[src/sv/lfu_pkg.sv]
`timescale 1ns / 1ps
// ----------------------------------------------------------------------------
// lfu_pkg
// Types and constants shared by the frequency-ordered key-value cache.
// ----------------------------------------------------------------------------
package lfu_pkg;

	localparam int ENTRIES_DEF = 16;
	localparam int CAP_W       = 5;
	localparam int DATA_W      = 32;

	localparam logic [CAP_W-1:0]         CAP_RESET  = 5'd16;
	localparam logic signed [DATA_W-1:0] MISS_VALUE = -32'sd1;
	localparam logic [DATA_W-1:0]        COUNT_MAX  = 32'hFFFF_FFFF;

	localparam logic ACT_GET = 1'b0;
	localparam logic ACT_PUT = 1'b1;

	typedef struct packed {
		logic                     action;
		logic signed [DATA_W-1:0] key;
		logic signed [DATA_W-1:0] value;
	} req_t;

	typedef struct packed {
		logic                     hit;
		logic signed [DATA_W-1:0] read_value;
		logic                     evicted;
		logic signed [DATA_W-1:0] evicted_key;
	} rsp_t;

	typedef enum logic [2:0] {
		ST_IDLE,
		ST_SCAN,
		ST_DECIDE,
		ST_SWEEP,
		ST_DONE
	} state_t;

	typedef enum logic [1:0] {
		UPD_NONE,
		UPD_TOUCH,
		UPD_INSERT
	} upd_t;

	typedef struct packed {
		logic busy;
		logic scan_clr;
		logic scan_vld;
		logic decide;
		logic sweep_vld;
		logic done;
	} ctrl_t;

	typedef struct packed {
		logic hit;
		logic victim;
		logic free;
	} scan_flags_t;

endpackage

[src/sv/lfu_slot_ram.sv]
`timescale 1ns / 1ps
// ----------------------------------------------------------------------------
// lfu_slot_ram
// Slot storage: one write port, one read port with registered read data.
// ----------------------------------------------------------------------------
module lfu_slot_ram #(
	parameter int DEPTH = 16,
	parameter int AW    = 4,
	parameter int WIDTH = 100
) (
	input  logic             clk,
	input  logic             we,
	input  logic [AW-1:0]    waddr,
	input  logic [WIDTH-1:0] wdata,
	input  logic [AW-1:0]    raddr,
	output logic [WIDTH-1:0] rdata
);

	logic [WIDTH-1:0] mem_q [DEPTH];

	always_ff @(posedge clk) begin
		if (we) begin
			mem_q[waddr] <= wdata;
		end
	end

	always_ff @(posedge clk) begin
		rdata <= mem_q[raddr];
	end

endmodule

[src/sv/lfu_scan.sv]
`timescale 1ns / 1ps
// ----------------------------------------------------------------------------
// lfu_scan
// Shared compare unit: one slot per cycle, tracks key match, eviction
// victim (lowest count, then oldest) and first free slot.
// ----------------------------------------------------------------------------
module lfu_scan
	import lfu_pkg::*;
#(
	parameter int IW = 4,
	parameter int RW = 4
) (
	input  logic              clk,
	input  logic              arst_n,
	input  logic              clr,
	input  logic              vld,
	input  logic [IW-1:0]     idx,
	input  logic              slot_valid,
	input  logic [DATA_W-1:0] slot_key,
	input  logic [DATA_W-1:0] slot_value,
	input  logic [DATA_W-1:0] slot_count,
	input  logic [RW-1:0]     slot_rank,
	input  logic [DATA_W-1:0] match_key,
	output scan_flags_t       flags,
	output logic [IW-1:0]     found_idx,
	output logic [DATA_W-1:0] found_value,
	output logic [RW-1:0]     found_rank,
	output logic [IW-1:0]     victim_idx,
	output logic [DATA_W-1:0] victim_key,
	output logic [RW-1:0]     victim_rank,
	output logic [IW-1:0]     free_idx
);

	scan_flags_t       flags_q;
	logic [IW-1:0]     found_idx_q;
	logic [DATA_W-1:0] found_value_q;
	logic [RW-1:0]     found_rank_q;
	logic [IW-1:0]     victim_idx_q;
	logic [DATA_W-1:0] victim_key_q;
	logic [DATA_W-1:0] victim_cnt_q;
	logic [RW-1:0]     victim_rank_q;
	logic [IW-1:0]     free_idx_q;

	logic take_hit;
	logic take_victim;
	logic take_free;

	always_comb begin
		take_hit    = vld && slot_valid && !flags_q.hit && (slot_key == match_key);
		take_victim = vld && slot_valid && (!flags_q.victim || (slot_count < victim_cnt_q) ||
			((slot_count == victim_cnt_q) && (slot_rank > victim_rank_q)));
		take_free   = vld && !slot_valid && !flags_q.free;
	end

	always_ff @(posedge clk or negedge arst_n) begin
		if (!arst_n) begin
			flags_q <= '0;
		end else if (clr) begin
			flags_q <= '0;
		end else begin
			if (take_hit)    flags_q.hit    <= 1'b1;
			if (take_victim) flags_q.victim <= 1'b1;
			if (take_free)   flags_q.free   <= 1'b1;
		end
	end

	always_ff @(posedge clk) begin
		if (take_hit) begin
			found_idx_q   <= idx;
			found_value_q <= slot_value;
			found_rank_q  <= slot_rank;
		end
		if (take_victim) begin
			victim_idx_q  <= idx;
			victim_key_q  <= slot_key;
			victim_cnt_q  <= slot_count;
			victim_rank_q <= slot_rank;
		end
		if (take_free) begin
			free_idx_q <= idx;
		end
	end

	assign flags       = flags_q;
	assign found_idx   = found_idx_q;
	assign found_value = found_value_q;
	assign found_rank  = found_rank_q;
	assign victim_idx  = victim_idx_q;
	assign victim_key  = victim_key_q;
	assign victim_rank = victim_rank_q;
	assign free_idx    = free_idx_q;

endmodule

[src/sv/lfu_ctrl.sv]
`timescale 1ns / 1ps
// ----------------------------------------------------------------------------
// lfu_ctrl
// Sequencer: scan pass over all slots, decision, optional update sweep,
// result strobe.
// ----------------------------------------------------------------------------
module lfu_ctrl
	import lfu_pkg::*;
#(
	parameter int ENTRIES = ENTRIES_DEF,
	parameter int IW      = 4,
	parameter int CW      = 5
) (
	input  logic          clk,
	input  logic          arst_n,
	input  logic          start,
	input  logic          need_sweep,
	output ctrl_t         ctrl,
	output logic [IW-1:0] raddr,
	output logic [IW-1:0] idx
);

	state_t        state_q;
	state_t        state_d;
	logic [CW-1:0] cnt_q;
	logic          issue;
	logic          last;
	logic          issue_s1;
	logic [IW-1:0] idx_s1;

	assign last  = (cnt_q == CW'(ENTRIES));
	assign issue = (state_q inside {ST_SCAN, ST_SWEEP}) && !last;
	assign raddr = cnt_q[IW-1:0];
	assign idx   = idx_s1;

	always_comb begin
		state_d = state_q;
		case (state_q)
			ST_IDLE:   if (start) state_d = ST_SCAN;
			ST_SCAN:   if (last) state_d = ST_DECIDE;
			ST_DECIDE: state_d = need_sweep ? ST_SWEEP : ST_DONE;
			ST_SWEEP:  if (last) state_d = ST_DONE;
			ST_DONE:   state_d = ST_IDLE;
			default:   state_d = ST_IDLE;
		endcase
	end

	always_comb begin
		ctrl           = '0;
		ctrl.busy      = (state_q != ST_IDLE);
		ctrl.scan_clr  = (state_q == ST_IDLE);
		ctrl.scan_vld  = (state_q == ST_SCAN) && issue_s1;
		ctrl.decide    = (state_q == ST_DECIDE);
		ctrl.sweep_vld = (state_q == ST_SWEEP) && issue_s1;
		ctrl.done      = (state_q == ST_DONE);
	end

	always_ff @(posedge clk or negedge arst_n) begin
		if (!arst_n) begin
			state_q  <= ST_IDLE;
			cnt_q    <= '0;
			issue_s1 <= 1'b0;
		end else begin
			state_q  <= state_d;
			issue_s1 <= issue;
			if (issue) begin
				cnt_q <= cnt_q + 1'b1;
			end else if (state_q inside {ST_IDLE, ST_DECIDE}) begin
				cnt_q <= '0;
			end
		end
	end

	always_ff @(posedge clk) begin
		idx_s1 <= raddr;
	end

endmodule

[src/sv/lfu_cache_policy_top.sv]
`timescale 1ns / 1ps
// ----------------------------------------------------------------------------
// lfu_cache_policy_top
// Key-value cache, least-frequently-used eviction with recency tie-break.
// ----------------------------------------------------------------------------
//  port group            dir   handshake
//  start / req           in    accepted when start && !busy
//  done / rsp            out   one-cycle strobe, cannot be held off
//  cfg_we / cfg_wdata    in    capacity written when cfg_we
//
//  a request that changes nothing (get miss, put at zero capacity) makes one
//  pass of the shared compare unit over the slot ram; any other request then
//  makes one read-modify-write pass over the same ram, through its read and
//  write ports, to age ranks and write the touched slot
//  busy is high from acceptance through the result strobe
//  reset clears all valid bits at once and restores capacity to 16
// ----------------------------------------------------------------------------
module lfu_cache_policy_top
	import lfu_pkg::*;
#(
	parameter int ENTRIES = ENTRIES_DEF
) (
	input  logic             clk,
	input  logic             arst_n,
	input  logic             start,
	output logic             busy,
	input  req_t             req,
	output logic             done,
	output rsp_t             rsp,
	input  logic             cfg_we,
	input  logic [CAP_W-1:0] cfg_wdata
);

	localparam int IW = (ENTRIES > 1) ? $clog2(ENTRIES) : 1;
	localparam int CW = $clog2(ENTRIES + 1);
	localparam int RW = IW;
	localparam int WW = 3 * DATA_W + RW;
	localparam int MW = (CW > CAP_W) ? CW : CAP_W;

	ctrl_t             ctrl;
	logic [IW-1:0]     raddr;
	logic [IW-1:0]     idx_s1;
	logic              need_sweep;

	logic [CAP_W-1:0]  cap_q;
	logic [ENTRIES-1:0] valid_q;
	logic [CW-1:0]     occ_q;
	req_t              req_q;
	rsp_t              rsp_q;
	upd_t              upd_q;
	logic [IW-1:0]     tgt_q;
	logic              evict_q;
	logic [RW-1:0]     rref_q;

	logic [WW-1:0]     rdata;
	logic [WW-1:0]     wdata;
	logic              we;
	logic [DATA_W-1:0] s_key;
	logic [DATA_W-1:0] s_value;
	logic [DATA_W-1:0] s_count;
	logic [RW-1:0]     s_rank;
	logic              s_valid;

	scan_flags_t       flags;
	logic [IW-1:0]     found_idx;
	logic [DATA_W-1:0] found_value;
	logic [RW-1:0]     found_rank;
	logic [IW-1:0]     victim_idx;
	logic [DATA_W-1:0] victim_key;
	logic [RW-1:0]     victim_rank;
	logic [IW-1:0]     free_idx;

	rsp_t              rsp_d;
	upd_t              upd_d;
	logic [IW-1:0]     tgt_d;
	logic              evict_d;
	logic [RW-1:0]     rref_d;
	logic              set_valid;
	logic              inc_occ;
	logic [MW-1:0]     cap_ext;
	logic [MW-1:0]     cap_eff;
	logic [MW-1:0]     occ_ext;

	logic              accept;

	assign accept = start && !ctrl.busy;
	assign busy   = ctrl.busy;
	assign done   = ctrl.done;
	assign rsp    = rsp_q;

	lfu_ctrl #(
		.ENTRIES (ENTRIES),
		.IW      (IW),
		.CW      (CW)
	) u_ctrl (
		.clk        (clk),
		.arst_n     (arst_n),
		.start      (accept),
		.need_sweep (need_sweep),
		.ctrl       (ctrl),
		.raddr      (raddr),
		.idx        (idx_s1)
	);

	lfu_slot_ram #(
		.DEPTH (ENTRIES),
		.AW    (IW),
		.WIDTH (WW)
	) u_ram (
		.clk   (clk),
		.we    (we),
		.waddr (idx_s1),
		.wdata (wdata),
		.raddr (raddr),
		.rdata (rdata)
	);

	assign {s_key, s_value, s_count, s_rank} = rdata;
	assign s_valid = valid_q[idx_s1];

	lfu_scan #(
		.IW (IW),
		.RW (RW)
	) u_scan (
		.clk         (clk),
		.arst_n      (arst_n),
		.clr         (ctrl.scan_clr),
		.vld         (ctrl.scan_vld),
		.idx         (idx_s1),
		.slot_valid  (s_valid),
		.slot_key    (s_key),
		.slot_value  (s_value),
		.slot_count  (s_count),
		.slot_rank   (s_rank),
		.match_key   (req_q.key),
		.flags       (flags),
		.found_idx   (found_idx),
		.found_value (found_value),
		.found_rank  (found_rank),
		.victim_idx  (victim_idx),
		.victim_key  (victim_key),
		.victim_rank (victim_rank),
		.free_idx    (free_idx)
	);

	// decision after the scan pass
	always_comb begin
		cap_ext   = MW'(cap_q);
		cap_eff   = (cap_ext > MW'(ENTRIES)) ? MW'(ENTRIES) : cap_ext;
		occ_ext   = MW'(occ_q);
		rsp_d     = '0;
		rsp_d.hit = flags.hit;
		upd_d     = UPD_NONE;
		tgt_d     = found_idx;
		evict_d   = 1'b0;
		rref_d    = found_rank;
		set_valid = 1'b0;
		inc_occ   = 1'b0;
		if (req_q.action == ACT_GET) begin
			if (flags.hit) begin
				rsp_d.read_value = found_value;
				upd_d            = UPD_TOUCH;
			end else begin
				rsp_d.read_value = MISS_VALUE;
			end
		end else if (cap_eff != '0) begin
			if (flags.hit) begin
				upd_d = UPD_TOUCH;
			end else if ((occ_ext >= cap_eff) && flags.victim) begin
				upd_d             = UPD_INSERT;
				tgt_d             = victim_idx;
				evict_d           = 1'b1;
				rref_d            = victim_rank;
				rsp_d.evicted     = 1'b1;
				rsp_d.evicted_key = victim_key;
			end else if (flags.free) begin
				upd_d     = UPD_INSERT;
				tgt_d     = free_idx;
				set_valid = 1'b1;
				inc_occ   = 1'b1;
			end
		end
	end

	assign need_sweep = (upd_d != UPD_NONE);

	// update sweep: age ranks and rewrite the target slot
	always_comb begin
		we    = 1'b0;
		wdata = rdata;
		if (ctrl.sweep_vld) begin
			if (idx_s1 == tgt_q) begin
				we = 1'b1;
				if (upd_q == UPD_INSERT) begin
					wdata = {req_q.key, req_q.value, DATA_W'(1), RW'(0)};
				end else begin
					wdata = {s_key,
						(req_q.action == ACT_PUT) ? req_q.value : s_value,
						(s_count == COUNT_MAX) ? s_count : s_count + 1'b1,
						RW'(0)};
				end
			end else if (s_valid) begin
				we = 1'b1;
				if (upd_q == UPD_INSERT) begin
					wdata = {s_key, s_value, s_count,
						((evict_q && (s_rank > rref_q)) ? s_rank - 1'b1 : s_rank) + 1'b1};
				end else begin
					wdata = {s_key, s_value, s_count,
						(s_rank < rref_q) ? s_rank + 1'b1 : s_rank};
				end
			end
		end
	end

	always_ff @(posedge clk or negedge arst_n) begin
		if (!arst_n) begin
			cap_q   <= CAP_RESET;
			valid_q <= '0;
			occ_q   <= '0;
			upd_q   <= UPD_NONE;
		end else begin
			if (cfg_we) begin
				cap_q <= cfg_wdata;
			end
			if (ctrl.decide) begin
				upd_q <= upd_d;
				if (set_valid) valid_q[tgt_d] <= 1'b1;
				if (inc_occ)   occ_q <= occ_q + 1'b1;
			end
		end
	end

	always_ff @(posedge clk) begin
		if (accept) begin
			req_q <= req;
		end
		if (ctrl.decide) begin
			rsp_q   <= rsp_d;
			tgt_q   <= tgt_d;
			evict_q <= evict_d;
			rref_q  <= rref_d;
		end
	end

	a_occ_matches_valid: assert property (@(posedge clk) disable iff (!arst_n)
		int'(occ_q) == $countones(valid_q))
		else $error("occupancy differs from valid bit count");

	a_evict_only_on_miss: assert property (@(posedge clk) disable iff (!arst_n)
		done && rsp.evicted |-> !rsp.hit && (req_q.action == ACT_PUT))
		else $error("eviction reported on hit or get");

	a_done_ends_request: assert property (@(posedge clk) disable iff (!arst_n)
		done |=> !busy)
		else $error("busy after result strobe");

	a_accept_goes_busy: assert property (@(posedge clk) disable iff (!arst_n)
		accept |=> busy && !done)
		else $error("request not taken up");

endmodule
[config.mk]
export PLATFORM = sky130hd
export DESIGN_NAME = lfu_cache_policy_top
export DESIGN_NICKNAME = d
export VERILOG_FILES = /design/src/sv/lfu_pkg.sv /design/src/sv/lfu_slot_ram.sv /design/src/sv/lfu_scan.sv /design/src/sv/lfu_ctrl.sv /design/src/sv/lfu_cache_policy_top.sv
export SDC_FILE = /design/constraint.sdc
export NUM_CORES = 2
export LEC_CHECK = 0
export BUFFER_PORTS_ARGS = -buffer_cell sky130_fd_sc_hd__buf_4
export CORE_MARGIN = 5
export CORE_UTILIZATION = 39
export DETAILED_ROUTE_END_ITERATION = 16
export GPL_TIMING_DRIVEN = 0
export PLACE_DENSITY = 0.64
export SLEW_MARGIN = 20
export SYNTH_ARGS = -nofsm -noshare
export SYNTH_HDL_FRONTEND = slang
export SYNTH_SLANG_ARGS = --single-unit
export TNS_END_PERCENT = 20
[constraint.sdc]
create_clock -name clk -period 23.2 [get_ports clk]
set_input_delay 1.16 -clock clk [delete_from_list [all_inputs] [get_ports clk]]
set_output_delay 1.16 -clock clk [all_outputs]
set_load 0.01 [all_outputs]
Yosys cells after proc, flatten, opt, wreduce, memory -nomap -nowiden. Memories as Yosys holds them, arrays and structs flattened. A register that Yosys moved wholly into a read port is not among the register bits. Index checks and enable logic that the tools add are counted.

Memory bits (writable): 1600. Register bits after elaboration: 300. Input bits: 74. Memories: 1. Output and inout port bits: 68.

Memory list: u_ram.mem_q (depth 16, width 100, rd ports 1, clocked after memory_dff 1, write ports 1, RTL line lfu_slot_ram.sv:19) `logic [WIDTH-1:0] mem_q [DEPTH];`.

Reductions and logical operators: 36. Eq/ne operators: 13. Bitwise gates (word level): 4. Multiplexer cells: 53. Order comparisons: 9. Add/sub/neg operators: 6.

Operators by type and width (count): 100-bit two-way mux (3); 32-bit two-way mux (3); 32-bit equality test (2); 4-bit two-way mux (13); 33-bit two-way mux (1); 32-bit by 1-bit adder with 32-bit output (second input constant) (1); 32-bit equality test (second input constant) (1); 32-bit less-than comparator (1); 1-bit two-way mux (17); 16-bit bitwise OR (1); 3-bit two-way mux (5); 5-bit two-way mux (3); 1-bit logical AND (14); 2-bit nonzero test (7); 3-bit case mux with 4 select lines (1); 5-bit by 1-bit adder with 5-bit output (second input constant) (2); 4-bit by 5-bit less-than comparator with 1-bit output (second input constant) (2); 2-bit two-way mux (5); 4-bit by 1-bit adder with 4-bit output (second input constant) (2); 4-bit greater-than comparator (2); 3-bit by 2-bit equality test with 1-bit output (second input constant) (2); 1-bit zero test (6); 5-bit equality test (second input constant) (1); 5-bit greater-or-equal comparator (1); 21 further kinds (25).

Logic depth before layout (Yosys ltp).
Word-level depth: 13. Depth in mapped cells: 12.

Modules after synthesis. A second synthesis with hierarchy kept.

Cell total of the unflattened synthesis: 3669. Area total of the unflattened synthesis: 75678.8 µm².

Modules (own cells, without submodules): lfu_slot_ram (instances 1, area each 61778.0 µm², cells each 2560); lfu_cache_policy_top (instances 1, area each 8379.3 µm², cells each 750); lfu_scan (instances 1, area each 4883.4 µm², cells each 298); lfu_ctrl (instances 1, area each 638.1 µm², cells each 61).

Worst setup path before layout. Ideal clock, no wire load.

Kind: flip-flop to flip-flop. From: reg u_ctrl.idx_s1[0] (netlist: u_ctrl.idx[0]). To: mem u_ram.mem_q[0][0] (enable). Arrival time: 8.393 ns. Setup time: 0.682 ns. Slack: 14.125 ns. Stages on the path, launching flop included: 8. Cells stage by stage: dfxtp_1 -> buf_6 -> mux4_2 -> mux4_2 -> or2_4 -> nand2_2 -> or3_4 -> nor3_1.

Longest elaborated chain between the ends: 7. Elaborated cells on any way between the ends: 8. Those cells by class: eq/ne (1); mux (7).

Ends and longest elaborated chain: from (decl) (RTL line lfu_ctrl.sv:29) `logic [IW-1:0] idx_s1;`; from (signal assigned) (RTL line lfu_ctrl.sv:75) `idx_s1 <= raddr;`; 1-bit binary-select mux with 4-bit select (RTL line lfu_cache_policy_top.sv:119) `assign s_valid = valid_q[idx_s1];`; 1-bit two-way mux (implied by the code) (RTL line lfu_cache_policy_top.sv:119); 1-bit two-way mux (RTL line lfu_cache_policy_top.sv:202) `end else if (s_valid) begin`; 1-bit two-way mux (RTL line lfu_cache_policy_top.sv:192) `if (idx_s1 == tgt_q) begin`; 1-bit two-way mux (RTL line lfu_cache_policy_top.sv:191) `if (ctrl.sweep_vld) begin`; 1-bit two-way mux (RTL line lfu_slot_ram.sv:22) `if (we) begin`; 1-bit two-way mux (implied by the code) (RTL line lfu_slot_ram.sv:23) `mem_q[waddr] <= wdata;`; to (decl) (RTL line lfu_slot_ram.sv:19).

Several ways; a longest one is shown, not always the timed one. The select of a mux whose other input is x is not followed.

Final worst setup path.
From: reg u_ctrl.state_q[0]. To: mem u_ram.mem_q[12][48] (enable).

Longest elaborated chain between the ends: 5.

Ends and longest elaborated chain: from (decl) (RTL line lfu_ctrl.sv:23) `state_t state_q;`; from (signal assigned) (RTL line lfu_ctrl.sv:64) `state_q <= state_d;`; 3-bit by 2-bit equality test with 1-bit output (RTL line lfu_ctrl.sv:54) `ctrl.sweep_vld = (state_q == ST_SWEEP) && issue_s1;`; 1-bit logical AND (RTL line lfu_ctrl.sv:54); 1-bit two-way mux (RTL line lfu_cache_policy_top.sv:191); 1-bit two-way mux (RTL line lfu_slot_ram.sv:22); 1-bit two-way mux (implied by the code) (RTL line lfu_slot_ram.sv:23).

Every way passes these cells.

==> results.json <==
{
  "worstMarginPinSlew_ns": 1.17,
  "global_route_wire_length_before_repair_mm": 265,
  "gr-usage-all-layers_pct": 18.0,
  "postCtsSetupBuffers": 0,
  "post_route_cells_drive_above_1_share_pct": 32.4,
  "preCtsSetupSlack_ns": 18.80,
  "root_buffer": "sky130_fd_sc_hd__clkbuf_16",
  "die-width_um": 450,
  "die_height_um": 450,
  "num_vias": 36024,
  "ant_nets": 0,
  "critical_path.most_common_cell": "sky130_fd_sc_hd__buf_4",
  "detail_route.wl_per_cell_um": 28.0,
  "areaGrowthSynthToFinish_pct": 18.0,
  "yosys.area.top_type": "sky130_fd_sc_hd__edfxtp_1",
  "crit_path_end_kind": "flip-flop",
  "multi_input_comb_area_um2": 16100,
  "detailedRoute.firstIterationViolations": 4095,
  "io_pins": 142,
  "worstPathCellList": "nor2b_1 -> and3_1 -> buf_2 -> nand4_1 -> nor3_2 -> buf_6 -> buf_4 -> buf_4 -> buf_4 -> buf_6 -> buf_6 -> buf_4",
  "die_area_um2": 203000,
  "number_of_global_route_vias_before_repair": 37005,
  "power_mw": 10.4,
  "final_min_period_over_clock_period_pct": 19.2,
  "final.setup_skew_ns": 0.0263,
  "num_rows": 161,
  "h_tree_level_count": 4,
  "numCtsBuffers": 195,
  "yosys_register_bits": 1999,
  "final_area_um2": 89300,
  "grt_start_max_net_pins": 46,
  "worstReg2RegStart": "u_ctrl.state_q[0]",
  "resize_count_post_cts": 0,
  "finalSetupViolations": 0,
  "place_congestion": 0.747,
  "routed_wl_mm": 184,
  "cts_sinks": 1999,
  "seqCellArea_um2": 58800,
  "minimum_period_implied_by_the_final_worst_setup_slack_ns": 4.45,
  "netlist.area_leader.share_pct": 73.6,
  "power_leakage_nw": 29.0,
  "fillerInstances": 15558,
  "antenna_found_initial": 3,
  "tritoncts": "built",
  "drv.max_cap_violation_count": 0,
  "critical_path_required_ns": 23.72,
  "worst-path-buf-inv": 8,
  "synthDistinctLibCells": 69,
  "cp.arrival_ns": 4.97,
  "crit_path_start": "u_ctrl.state_q[0]",
  "clkLatencyLatePin_ns": 0.83,
  "critical-path-top-delay-family": "simple AND/OR/NAND/NOR gates",
  "syn_area_per_cell_um2": 22.5,
  "share_of_synthesized_area_occupied_by_flip_flops_and_latches_pct": 77.7,
  "first_pass_iters": 5,
  "hold_buf_cts": 0,
  "cpMaxStageDelayCell": "sky130_fd_sc_hd__nor3_2",
  "worst_setup_path_start_kind": "flip-flop",
  "routed_via_density": 5.48,
  "syn_inst": 3359,
  "hold_viol_final": 0,
  "design.core.area_um2": 193000,
  "outcome": "finished, final reports clean",
  "port-buffer-count": 141,
  "layout.nets": 3995,
  "slowest_delay_ns": 0.70,
  "worst_slew_margin_rel_pct": 21.8,
  "yosys_warnings": 0,
  "netlist_top_cells_area": "sky130_fd_sc_hd__edfxtp_1 (74%), sky130_fd_sc_hd__mux4_2 (15%), sky130_fd_sc_hd__dfxtp_1 (2.8%)",
  "finalWorstSetupSlack_ns": 18.75,
  "synth_edf_count": 1855,
  "clk_pin_slew_worst_paths_ns": 0.06,
  "remaining_drc_errors": 0,
  "syn-cell-area_um2": 75700,
  "placedInstanceArea_um2": 82800,
  "finalMaxSlewViolations": 0,
  "cts-root-to-sink-buffers": 3,
  "ws_path_type": "reg -> reg",
  "dp_hpwl_mm": 121,
  "floorplan.initialDensity_pct": 39.2,
  "power.ir.vdd_worst_mv": 0.0831,
  "synth-async-reset-ratio_pct": 2.00,
  "synthFlopType": "sky130_fd_sc_hd__edfxtp_1",
  "cp_max_fo": 10,
  "setup_repair_after_global_routing_missed_its_margin": "no",
  "power_density_nw_per_um2": 117,
  "syn_nets": 3485,
  "fmax_mhz": 225,
  "hold_path.class": "in -> async",
  "grt-ovfl-total": 0,
  "timing.setup.tns_ns": 0
}
[cell type report]
| cell class | count | area share [%] |
|---|---|---|
| Antenna cell | 1 | 0.00280 |
| Buffer | 151 | 0.757 |
| Clock buffer | 260 | 6.07 |
| Clock inverter | 110 | 1.15 |
| Inverter | 89 | 0.380 |
| Multi-Input combinational cell | 1120 | 18.0 |
| Sequential cell | 1999 | 65.8 |
| Tap cell | 2526 | 3.54 |
| Timing Repair Buffer | 313 | 4.28 |
[flip-flops by register name (all words and copies together), names as in the netlist, 5 cells and up]
name,flops
u_ram.rdata,100
u_scan.victim_cnt_q,32
u_ram.mem_q,1600
u_ctrl.cnt_q,5
u_scan.victim_key,32
valid_q,16
u_scan.found_value,32
rsp,66
req_q,65
occ_ext,5
cap_ext,5
[Yosys cell counts (6+ instances only)]
library cell               number
sky130_fd_sc_hd__edfxtp_1    1855
sky130_fd_sc_hd__inv_1         88
sky130_fd_sc_hd__nor2b_1        9
sky130_fd_sc_hd__mux2_2        74
sky130_fd_sc_hd__mux4_2       504
sky130_fd_sc_hd__nor4_1         6
sky130_fd_sc_hd__dfxtp_1      104
sky130_fd_sc_hd__xor2_1        41
sky130_fd_sc_hd__nand2_1       38
sky130_fd_sc_hd__xnor2_1       26
sky130_fd_sc_hd__o21bai_1       9
sky130_fd_sc_hd__a21oi_1       61
sky130_fd_sc_hd__nor3_1        11
sky130_fd_sc_hd__o21ai_0       28
sky130_fd_sc_hd__nand2b_1      10
sky130_fd_sc_hd__a21o_1        13
sky130_fd_sc_hd__buf_1         31
sky130_fd_sc_hd__clkbuf_1      82
sky130_fd_sc_hd__dfrtp_1       39
sky130_fd_sc_hd__buf_2         32
sky130_fd_sc_hd__and3_1        42
sky130_fd_sc_hd__nor2_1        59
sky130_fd_sc_hd__nand4_1       33
sky130_fd_sc_hd__a31oi_1        7
sky130_fd_sc_hd__nand3_1       21
sky130_fd_sc_hd__ha_1          52
[per-stage QoR]
| step | instances | utilization, % | hold WS, ns |
|---|---|---|---|
| finish | 6569 | 46.3 | 0.307 |
| floorplan | 3359 | - | 0.345 |
| CTS | 6568 | 46.3 | 0.263 |
| detailed placement | 6198 | 43.0 | 0.357 |
| global route | 6569 | 46.3 | 0.299 |
| global placement | 6026 | 41.4 | 0.354 |
[layer usage]
layer,wire length [um],global-route usage [%],share of wire (%)
met5,13,0,0.0071
met4,5050,5.26,2.7
met3,13600,3.74,7.4
met2,90600,29.6,49
met1,74600,24.4,41
[layout by cell type (no fill, tap or decap), drive strengths merged, types with 4 or more instances in the layout]
master	n
mux2	74
nor3b	4
nand3	21
xor2	41
nor2	62
a31oi	7
and3	42
and4	5
dfxtp	104
clkbuf	353
a21o	13
and2	6
nor3	13
nand4	34
mux2i	4
xnor2	26
o22ai	4
dfrtp	39
inv	98
nand2	41
a21oi	62
nor2b	9
buf	371
ha	52
nand2b	10
bufinv	16
mux4	505
o21bai	9
nor4	7
o21ai	28
edfxtp	1855
clkinv	78
clkinvlp	7
[cell families after synthesis]
| family | Yosys count | share of synthesized area (%) |
|---|---|---|
| buf+inv | 240 | 1.28 |
| xor+xnor | 67 | 0.776 |
| simple gates | 266 | 1.93 |
| compound gates | 152 | 1.26 |
| fa+ha+maj | 52 | 0.860 |
| mux | 583 | 16.2 |
| flops | 1999 | 77.7 |
[where the power goes]
part           switching [mW]  total [mW]  internal (mW)
clock network            1.34        3.16           1.82
registers               0.184        4.82           4.64
logic                    1.45        2.46           1.01
[final timing paths]
check	end	slack (ns)	depth (start not counted)
min in group clk	u_ctrl.idx[3]	0.39	0
max in group asynchronous	valid_q[11]	22.50	1
setup / recovery	u_ram.mem_q[12][48]	18.75	12
hold reg to reg	u_ctrl.idx[3]	0.39	0
hold / removal	cap_ext[0]	0.31	1
setup reg to reg	u_ram.mem_q[12][48]	18.75	12
Note: power is estimated with default switching activity, not from simulation.
